### config.mk
export PLATFORM = sky130hd
export DESIGN_NAME = spoke_wheel_hash_256_unit
export DESIGN_NICKNAME = d
export VERILOG_FILES = /design/src/sv/swh_pkg.sv /design/src/sv/spoke_wheel_hash_256_unit.sv /design/src/sv/swh_front.sv /design/src/sv/swh_queue.sv /design/src/sv/swh_back.sv
export SDC_FILE = /design/constraint.sdc
export NUM_CORES = 2
export LEC_CHECK = 0
export BUFFER_PORTS_ARGS = -buffer_cell sky130_fd_sc_hd__buf_2
export CAP_MARGIN = 40
export CORE_ASPECT_RATIO = 0.75
export CORE_MARGIN = 1
export CORE_UTILIZATION = 63
export CTS_CLUSTER_DIAMETER = 60
export DETAILED_ROUTE_END_ITERATION = 8
export PLACE_DENSITY = 0.81
export SKIP_LAST_GASP = 1
export SLEW_MARGIN = 20
export SYNTH_ARGS = -nofsm -noshare
export SYNTH_HDL_FRONTEND = slang
export SYNTH_SLANG_ARGS = --single-unit
### constraint.sdc
create_clock -name clock -period 27.6 [get_ports clock]
set_clock_uncertainty 0.05 [all_clocks]
set_input_delay 2.76 -clock clock [delete_from_list [all_inputs] [get_ports clock]]
set_output_delay 2.76 -clock clock [all_outputs]
set_load 0.01 [all_outputs]
### src/sv/swh_pkg.sv
// Shared types, constants and functions of the spoke wheel hash unit.
`timescale 1ns / 1ps
package swh_pkg;

   localparam int SPOKES      = 8;
   localparam int BLOCK_BYTES = 16;

   typedef logic [31:0] word_type;
   typedef logic [7:0]  byte_type;

   // One job handed from the front to the back: a 16-byte block, and for
   // the padded closing block the message length in bytes.
   typedef struct packed {
      logic [127:0] block;
      logic         is_final;
      logic [63:0]  length;
   } job_type;

   // Turn counts per phase, as held in the control registers.
   typedef struct packed {
      logic [3:0] blk;
      logic [3:0] fin;
      logic [3:0] sqz;
   } rounds_type;

   typedef enum logic [1:0] {
      CSR_ROUNDS_BLOCK   = 2'd0,
      CSR_ROUNDS_FINAL   = 2'd1,
      CSR_ROUNDS_SQUEEZE = 2'd2
   } csr_index_type;

   localparam logic [3:0] ROUNDS_BLOCK_RST   = 4'd2;
   localparam logic [3:0] ROUNDS_FINAL_RST   = 4'd4;
   localparam logic [3:0] ROUNDS_SQUEEZE_RST = 4'd2;

   typedef enum logic [2:0] {
      ST_IDLE,
      ST_ABSORB,
      ST_NEXT,
      ST_MIX,
      ST_CONST,
      ST_STEP,
      ST_EMIT
   } back_state_type;

   typedef enum logic [1:0] {
      GRP_BLOCK,
      GRP_FINAL,
      GRP_SQUEEZE
   } group_type;

   // Initial spoke values, the seed phrase read as little-endian words.
   function automatic word_type iv_word(input logic [2:0] idx);
      word_type w;
      case (idx)
         3'd0: w = 32'h6E6C6956;
         3'd1: w = 32'h73756169;
         3'd2: w = 32'h696E7520;
         3'd3: w = 32'h73726576;
         3'd4: w = 32'h74657469;
         3'd5: w = 32'h202C7361;
         3'd6: w = 32'h20544742;
         3'd7: w = 32'h36323032;
         default: w = '0;
      endcase
      return w;
   endfunction

   function automatic word_type rotl32(input word_type x, input logic [4:0] n);
      logic [63:0] dbl;
      dbl = {x, x} << n;
      return dbl[63:32];
   endfunction

   // Round constant for global turn r, modulo 2^32.
   function automatic word_type turn_key(input word_type r);
      word_type odd;
      odd = {r[30:0], 1'b1};
      return iv_word(r[2:0]) * odd + r;
   endfunction

endpackage

### src/sv/spoke_wheel_hash_256_unit.sv
// Top level of the spoke wheel hash unit: control registers and the three parts.
// Input words are taken one per cycle while the job queue has room and no padding
// block is pending after a closing word that completes a block. In each turn the back
// end computes a round constant, makes eight spoke steps and checks the phase.
// Reset clears all message state and restores the registers.
`timescale 1ns / 1ps
module spoke_wheel_hash_256_unit #(
   parameter int QUEUE_DEPTH = 2
) (
   input  logic         clock,
   input  logic         reset,
   input  logic         req_tvalid,
   output logic         req_tready,
   input  logic [7:0]   req_tdata,   // data_byte
   input  logic         req_tuser,   // has_byte
   input  logic         req_tlast,   // end_of_message
   output logic         rsp_tvalid,
   input  logic         rsp_tready,
   output logic [255:0] rsp_tdata,   // digest_part0, part1, part2, part3
   input  logic         csr_valid,
   output logic         csr_ready,
   input  logic [1:0]   csr_index,
   input  logic [3:0]   csr_data
);
   import swh_pkg::*;

   rounds_type rounds_ff;
   job_type    f_job, q_job;
   logic       f_valid, f_ready, q_valid, q_ready;

   assign csr_ready = 1'b1;

   // Control register writes; unknown indexes are dropped.
   always_ff @(posedge clock) begin
      if (reset) begin
         rounds_ff.blk <= ROUNDS_BLOCK_RST;
         rounds_ff.fin <= ROUNDS_FINAL_RST;
         rounds_ff.sqz <= ROUNDS_SQUEEZE_RST;
      end else if (csr_valid && csr_ready) begin
         case (csr_index)
            CSR_ROUNDS_BLOCK:   rounds_ff.blk <= csr_data;
            CSR_ROUNDS_FINAL:   rounds_ff.fin <= csr_data;
            CSR_ROUNDS_SQUEEZE: rounds_ff.sqz <= csr_data;
            default: ;
         endcase
      end
   end

   swh_front u_front (
      .clock      (clock),
      .reset      (reset),
      .req_tvalid (req_tvalid),
      .req_tready (req_tready),
      .req_tdata  (req_tdata),
      .req_tuser  (req_tuser),
      .req_tlast  (req_tlast),
      .job        (f_job),
      .job_valid  (f_valid),
      .job_ready  (f_ready)
   );

   swh_queue #(
      .DEPTH (QUEUE_DEPTH)
   ) u_queue (
      .clock      (clock),
      .reset      (reset),
      .push_job   (f_job),
      .push_valid (f_valid),
      .push_ready (f_ready),
      .pop_job    (q_job),
      .pop_valid  (q_valid),
      .pop_ready  (q_ready)
   );

   swh_back u_back (
      .clock      (clock),
      .reset      (reset),
      .job        (q_job),
      .job_valid  (q_valid),
      .job_ready  (q_ready),
      .rounds     (rounds_ff),
      .rsp_tvalid (rsp_tvalid),
      .rsp_tready (rsp_tready),
      .rsp_tdata  (rsp_tdata)
   );

endmodule

### src/sv/swh_front.sv
// Front end: collects message bytes into blocks, pads the closing block.
`timescale 1ns / 1ps
module swh_front (
   input  logic             clock,
   input  logic             reset,
   input  logic             req_tvalid,
   output logic             req_tready,
   input  logic [7:0]       req_tdata,   // data_byte
   input  logic             req_tuser,   // has_byte
   input  logic             req_tlast,   // end_of_message
   output swh_pkg::job_type job,
   output logic             job_valid,
   input  logic             job_ready
);
   import swh_pkg::*;

   byte_type    blk_ff [BLOCK_BYTES];
   logic [3:0]  fill_ff, fill_in;
   logic [63:0] len_ff, len_in;
   logic        pend_ff, pend_in;

   logic        accept, eff_byte, push_full, push_final;
   logic [3:0]  fill_nx;
   logic [63:0] len_nx;
   byte_type    pad;
   byte_type    cur [BLOCK_BYTES];
   logic [127:0] full_blk, last_blk;

   // A closing word that also completes a block leaves a padding block pending.
   assign req_tready = !pend_ff && job_ready;
   assign accept     = req_tvalid && req_tready;
   assign eff_byte   = accept && req_tuser;
   assign push_full  = eff_byte && (fill_ff == 4'hF);
   assign push_final = (pend_ff && job_ready) || (accept && req_tlast && !push_full);
   assign fill_nx    = eff_byte ? fill_ff + 4'd1 : fill_ff;
   assign len_nx     = len_ff + {63'd0, eff_byte};
   assign pad        = 8'(5'd16 - {1'b0, fill_nx});

   // Current block contents including this cycle's byte, and its padded form.
   always_comb begin
      for (int i = 0; i < BLOCK_BYTES; i++) begin
         cur[i] = (eff_byte && fill_ff == 4'(i)) ? req_tdata : blk_ff[i];
         full_blk[8*i +: 8] = cur[i];
         last_blk[8*i +: 8] = (4'(i) < fill_nx) ? cur[i] : pad;
      end
   end

   assign job_valid    = push_full || push_final;
   assign job.block    = push_full ? full_blk : last_blk;
   assign job.is_final = push_final;
   assign job.length   = len_nx;

   // Byte storage, written at the fill position.
   always_ff @(posedge clock) begin
      if (eff_byte) begin
         blk_ff[fill_ff] <= req_tdata;
      end
   end

   // Fill count, length and pending flag.
   always_comb begin
      pend_in = pend_ff;
      fill_in = fill_nx;
      len_in  = len_nx;
      if (push_final) begin
         pend_in = 1'b0;
         fill_in = '0;
         len_in  = '0;
      end else if (accept && req_tlast && push_full) begin
         pend_in = 1'b1;
      end
   end

   always_ff @(posedge clock) begin
      if (reset) begin
         fill_ff <= '0;
         len_ff  <= '0;
         pend_ff <= 1'b0;
      end else begin
         fill_ff <= fill_in;
         len_ff  <= len_in;
         pend_ff <= pend_in;
      end
   end

endmodule

### src/sv/swh_queue.sv
// Short job queue between the front and the back.
`timescale 1ns / 1ps
module swh_queue #(
   parameter int DEPTH = 2
) (
   input  logic             clock,
   input  logic             reset,
   input  swh_pkg::job_type push_job,
   input  logic             push_valid,
   output logic             push_ready,
   output swh_pkg::job_type pop_job,
   output logic             pop_valid,
   input  logic             pop_ready
);
   import swh_pkg::*;

   localparam int PW = (DEPTH > 1) ? $clog2(DEPTH) : 1;
   localparam int CW = $clog2(DEPTH + 1);

   job_type       mem_ff [DEPTH];
   logic [PW-1:0] wr_ff, wr_in, rd_ff, rd_in;
   logic [CW-1:0] cnt_ff, cnt_in;
   logic          do_push, do_pop;

   assign push_ready = (cnt_ff != CW'(DEPTH));
   assign pop_valid  = (cnt_ff != '0);
   assign pop_job    = mem_ff[rd_ff];
   assign do_push    = push_valid && push_ready;
   assign do_pop     = pop_valid && pop_ready;

   // Pointer and count update.
   always_comb begin
      wr_in  = wr_ff;
      rd_in  = rd_ff;
      cnt_in = cnt_ff;
      if (do_push) begin
         wr_in = (wr_ff == PW'(DEPTH - 1)) ? '0 : wr_ff + PW'(1);
      end
      if (do_pop) begin
         rd_in = (rd_ff == PW'(DEPTH - 1)) ? '0 : rd_ff + PW'(1);
      end
      if (do_push && !do_pop) begin
         cnt_in = cnt_ff + CW'(1);
      end else if (do_pop && !do_push) begin
         cnt_in = cnt_ff - CW'(1);
      end
   end

   always_ff @(posedge clock) begin
      if (do_push) begin
         mem_ff[wr_ff] <= push_job;
      end
   end

   always_ff @(posedge clock) begin
      if (reset) begin
         wr_ff  <= '0;
         rd_ff  <= '0;
         cnt_ff <= '0;
      end else begin
         wr_ff  <= wr_in;
         rd_ff  <= rd_in;
         cnt_ff <= cnt_in;
      end
   end

endmodule

### src/sv/swh_back.sv
// Back end: absorbs blocks, turns the wheel one spoke per cycle, emits digests.
`timescale 1ns / 1ps
module swh_back (
   input  logic                clock,
   input  logic                reset,
   input  swh_pkg::job_type    job,
   input  logic                job_valid,
   output logic                job_ready,
   input  swh_pkg::rounds_type rounds,
   output logic                rsp_tvalid,
   input  logic                rsp_tready,
   output logic [255:0]        rsp_tdata
);
   import swh_pkg::*;

   back_state_type state_ff, state_in;
   group_type      grp_ff;
   word_type       spk_ff [SPOKES];
   word_type       ring [SPOKES];
   logic [3:0]     turns_ff;
   word_type       tctr_ff, bnum_ff, rc_ff;
   logic [2:0]     step_ff;
   logic [127:0]   half0_ff;
   logic           rsp_valid_ff;
   logic [255:0]   rsp_data_ff;

   logic do_absorb, do_mix, do_const, do_step, last_step;
   logic grp_end, cap_half0, emit_go, pop;
   word_type a_sum, a_rot, a_new, s1_new;

   // Next state.
   always_comb begin
      state_in = state_ff;
      case (state_ff)
         ST_IDLE: begin
            if (job_valid) state_in = ST_ABSORB;
         end
         ST_ABSORB: state_in = ST_NEXT;
         ST_MIX:    state_in = ST_NEXT;
         ST_NEXT: begin
            if (turns_ff != '0) begin
               state_in = ST_CONST;
            end else begin
               case (grp_ff)
                  GRP_BLOCK:   state_in = job.is_final ? ST_MIX : ST_IDLE;
                  GRP_FINAL:   state_in = ST_NEXT;
                  GRP_SQUEEZE: state_in = ST_EMIT;
                  default:     state_in = ST_IDLE;
               endcase
            end
         end
         ST_CONST: state_in = ST_STEP;
         ST_STEP: begin
            if (step_ff == 3'd7) state_in = ST_NEXT;
         end
         ST_EMIT: begin
            if (!rsp_valid_ff || rsp_tready) state_in = ST_IDLE;
         end
         default: state_in = ST_IDLE;
      endcase
   end

   // Control outputs.
   always_comb begin
      do_absorb = (state_ff == ST_ABSORB);
      do_mix    = (state_ff == ST_MIX);
      do_const  = (state_ff == ST_CONST);
      do_step   = (state_ff == ST_STEP);
      last_step = do_step && (step_ff == 3'd7);
      grp_end   = (state_ff == ST_NEXT) && (turns_ff == '0);
      cap_half0 = grp_end && (grp_ff == GRP_FINAL);
      emit_go   = (state_ff == ST_EMIT) && (!rsp_valid_ff || rsp_tready);
      pop       = emit_go || (grp_end && grp_ff == GRP_BLOCK && !job.is_final);
   end

   assign job_ready  = pop;
   assign rsp_tvalid = rsp_valid_ff;
   assign rsp_tdata  = rsp_data_ff;

   // One spoke update; the ring then shifts so the next spoke sits at slot 0.
   always_comb begin
      a_sum  = spk_ff[0] + (spk_ff[1] ^ spk_ff[3]);
      a_rot  = rotl32(a_sum, spk_ff[6][4:0]);
      a_new  = a_rot ^ (spk_ff[6] + rc_ff);
      s1_new = spk_ff[1] + rotl32(a_new, 5'd9);
      ring[0] = s1_new;
      for (int j = 1; j < SPOKES - 1; j++) begin
         ring[j] = spk_ff[j + 1];
      end
      ring[SPOKES - 1] = a_new;
   end

   always_ff @(posedge clock) begin
      if (reset) begin
         state_ff <= ST_IDLE;
      end else begin
         state_ff <= state_in;
      end
   end

   // Spoke ring, block number and global turn counter.
   always_ff @(posedge clock) begin
      if (reset || emit_go) begin
         for (int j = 0; j < SPOKES; j++) begin
            spk_ff[j] <= iv_word(3'(j));
         end
         bnum_ff <= 32'd1;
         tctr_ff <= '0;
      end else begin
         if (do_absorb) begin
            for (int j = 0; j < 4; j++) begin
               spk_ff[j] <= spk_ff[j] ^ job.block[32*j +: 32];
            end
            spk_ff[7] <= spk_ff[7] + bnum_ff;
            bnum_ff   <= bnum_ff + 32'd1;
         end
         if (do_mix) begin
            spk_ff[4] <= spk_ff[4] ^ job.length[31:0];
            spk_ff[5] <= spk_ff[5] ^ job.length[63:32];
            spk_ff[6] <= ~spk_ff[6];
         end
         if (do_step) begin
            for (int j = 0; j < SPOKES; j++) begin
               spk_ff[j] <= ring[j];
            end
         end
         if (last_step) begin
            tctr_ff <= tctr_ff + 32'd1;
         end
      end
   end

   // Turn bookkeeping and phase tag.
   always_ff @(posedge clock) begin
      if (reset) begin
         turns_ff <= '0;
         grp_ff   <= GRP_BLOCK;
      end else begin
         if (do_absorb) begin
            turns_ff <= rounds.blk;
            grp_ff   <= GRP_BLOCK;
         end else if (do_mix) begin
            turns_ff <= rounds.fin;
            grp_ff   <= GRP_FINAL;
         end else if (cap_half0) begin
            turns_ff <= rounds.sqz;
            grp_ff   <= GRP_SQUEEZE;
         end else if (last_step) begin
            turns_ff <= turns_ff - 4'd1;
         end
      end
   end

   // Round constant, step index and first digest half.
   always_ff @(posedge clock) begin
      if (do_const) begin
         rc_ff   <= turn_key(tctr_ff);
         step_ff <= '0;
      end else if (do_step) begin
         step_ff <= step_ff + 3'd1;
      end
      if (cap_half0) begin
         half0_ff <= {spk_ff[3], spk_ff[2], spk_ff[1], spk_ff[0]};
      end
   end

   // Output register.
   always_ff @(posedge clock) begin
      if (reset) begin
         rsp_valid_ff <= 1'b0;
      end else if (emit_go) begin
         rsp_valid_ff <= 1'b1;
      end else if (rsp_tready) begin
         rsp_valid_ff <= 1'b0;
      end
      if (emit_go) begin
         rsp_data_ff <= {spk_ff[3], spk_ff[2], spk_ff[1], spk_ff[0], half0_ff};
      end
   end

endmodule

==> impl_metrics.yaml <==
logic_synthesis:
  synth_area_leaders: "edfxtp_1, fa_1, ha_1"
  synthCells: 6453
  synth_edf_count: 1178
  synth_top_area_cell: "edfxtp_1"
  ys_warn_count: 0
  ys_seq_elements: 1366
  syn-num-nets: 7192
  ys.flop_type: "edfxtp_1"
  yosysUniqueCellTypes: 98
  syn_avg_cell_area_sq_um: 11.98
  yosys.area.top_type_share_pct: 45.76
  ys_seq_area_share_pct: 50.63
  synthesis.area_sq_um: 77300
  async_flop_share_pct: 0
timing:
  hold_viol: 0
  maxSlewHeadroom_pct: 18.61
  period_needed_ns: 9.085
  rsz0062_at_grt: "false"
  setup-tns-final_ns: 0
  setup_violations: 0
  fin_crit_sh_pct: 32.92
  fin_ws_ns: 18.52
  tightest_slew_ns: 1.221
  fin_hold_ws_ns: 0.3672
  drv_slew: 0
  fmax_ghz: 0.1101
detailed_routing:
  detail_route.first_pass.iterations: 6
  vias: 54760
  ant_nets: 0
  drt-vias-per-instance: 6.470
  routedWlPerCell_microns: 29.65
  drt-initial-drc-count: 9282
  finalWirelength_microns: 250900
  drc: 0
global_route:
  antenna_found_initial: 28
  grt_pass1_wl_microns: 360000
  first_global_vias: 52240
  grt_usage_pct: 40.66
  grt_max_degree: 166
  grt_overflow_total: 0
finish:
  drive_above_1_share_pct: 10.20
  syn_to_final_growth_pct: 10.47
  final_util_pct: 70.66
  nNetsFinal: 7467
  nFillCells: 8246
  final_common_cell: "edfxtp_1"
  most-common-layout-cells: "edfxtp_1, inv_1, nand2_1"
clock_tree:
  root_buffer: "clkbuf_16"
  cts_setup_buffers: 0
  cts_tree: "yes"
  cts_sinks: 1366
  cts_buffers: 134
  clk_path_buf_depth: 3
  cts_hold_buffers: 0
  path_clk_slew_ns: 0.06
  htree_levels: 4
  cts.repair.resized: 0
  worst_skew_pair.late_latency_ns: 0.80
power_and_ir_drop:
  p_leak_nw: 33.63
  peakVddDrop_mv: 0.07281
  p_total_mw: 5.734
  power-per-cell-area_nw_per_um2: 67.15
floorplan:
  die_h_microns: 305.4
  die_area_sq_um: 124100
  core-area_sq_um: 120800
  start_util_pct: 63.97
  die_w_microns: 406.5
  io-pin-count: 280
  fp-row-count: 110
placement:
  dp_hpwl_microns: 184900
  io_buffers: 278
  routabilityCongestion: 1.042
  post-place-ws_ns: 19.03
critical_path:
  r2r_slack_ns: 18.52
  crit_path_start_kind: "flop"
  reg2reg_depth: 25
  cp_max_fo: 6
  setup.worst_path.end_class: "flop"
  crit_type: "reg -> reg"
  crit_start: "u_back.spk_ff[0][34]"
  timing.rr.start: "u_back.spk_ff[0][34]"
  crit_arrival_ns: 9.53
  required_ns: 28.04
run_status:
  status: "finished clean"
worst_hold_path:
  hold_path_depth: 0
  worstHoldStart: "u_back.half0_ff[92]"
  hold_class: "reg -> reg"
run:
  drv_cap: 0
==> cell type report <==
class | instances | area, sq um | area share [%]
well taps | 1624 | 2032 | 2.380
multi-input cells | 4249 | 35070 | 41.07
repair buffers | 404 | 2623 | 3.071
clock buffers | 182 | 3677 | 4.307
diodes | 3 | 7.507 | 0.008792
inverters | 573 | 2156 | 2.525
clock inverters | 62 | 679.4 | 0.7957
flip-flops and latches | 1366 | 39150 | 45.85
==> cell usage after synthesis, drive strengths merged, types with 14 or more instances <==
cell type and instances:
edfxtp 1178, inv 564, nand2 538, fa 393
nor2 388, ha 325, mux2i 318, xor2 285
xnor2 283, a21oi 280, and2 271, clkbuf 221
o21ai 193, dfxtp 188, nand3 94, nor2b 88
o211ai 62, nor3 58, and3 56, a22o 52
a21o 48, a211oi 47, buf 44, or3 35
o21a 34, o21bai 29, nand2b 28, nand4 27
a31oi 26, mux4 26, o22ai 21, a22oi 20
mux2 18, or2 17, o31ai 15, a211o 14
and4 14
==> cells by family after synthesis <==
logic type	share of synthesized area, %
adder cells (fa/ha/maj)	15.44
XOR/XNOR	6.465
multiplexers	5.157
buffers and inverters	4.089
other	0.004851
flip-flops	50.63
AND/OR/NAND/NOR	10.22
AO/OA/AOI/OAI	7.996
==> report_power, final <==
group	leakage, nW	total, mW	switching (mW)	internal (mW)
Sequential	12.4	2.43	0.0943	2.34
Combinational	19.1	1.46	0.950	0.509
Clock	2.11	1.85	0.830	1.02
==> worst max-delay path: stages (launching register included) <==
cell	delay (ns)
edfxtp_1	0.56
xor2_1	0.53
ha_1	0.38
a21o_1	0.24
nand3_1	0.12
a21boi_1	0.17
o31a_1	0.42
o311ai_0	0.72
a21oi_1	0.30
o311ai_1	0.77
a221oi_1	0.24
a2111oi_2	0.50
xnor2_1	0.15
xnor2_1	0.61
ha_1	0.41
o21ai_0	0.11
a22oi_1	0.19
o21a_1	0.32
a41oi_1	0.53
o311ai_0	0.28
a31oi_1	0.30
nor2b_1	0.07
o21a_1	0.18
o41ai_1	0.33
xnor2_1	0.16
o22ai_1	0.09
==> through the flow <==
| stage | instances | area [sq um] |
|---|---|---|
| 6_report | 8463 | 85390 |
| 5_1_grt | 8460 | 85380 |
| 4_1_cts | 8441 | 85200 |
| 3_5_place_dp | 8197 | 80840 |
| 3_3_place_gp | 8174 | 80470 |
| 2_1_floorplan | 6453 | 77300 |
==> worst paths after layout <==
kind / end
setup / recovery: u_back.spk_ff[0][31]
hold / removal: u_back.rsp_tdata[92]
setup reg to reg: u_back.spk_ff[0][31]
hold reg to reg: u_back.rsp_tdata[92]
==> registers in the layout, indices dropped and copies added (netlist names), 3 cells and up, named ones only <==
name,count
u_back.spk_ff,256
u_front.blk_ff,120
u_back.rsp_tdata,256
u_back.rc_ff,32
u_back.half0_ff,128
u_back.tctr_ff,32
u_front.fill_ff,4
u_front.len_ff,64
rounds_ff,12
u_back.step_ff,3
u_back.state_ff,3
u_queue.mem_ff,386
u_back.bnum_ff,32
u_back.turns_ff,4
==> per-layer routing <==
| layer | track usage (%) | part of all wire (%) | up-vias |
|---|---|---|---|
| met5 | 1.014 | 0.19 | - |
| met4 | 11.96 | 3.2 | 34 |
| met2 | 51.36 | 38 | 4345 |
| met3 | 19.81 | 19 | 512 |
| met1 | 60.87 | 39 | 26820 |
| li1 | - | - | 23050 |
Note: power is estimated with default switching activity, not from simulation.
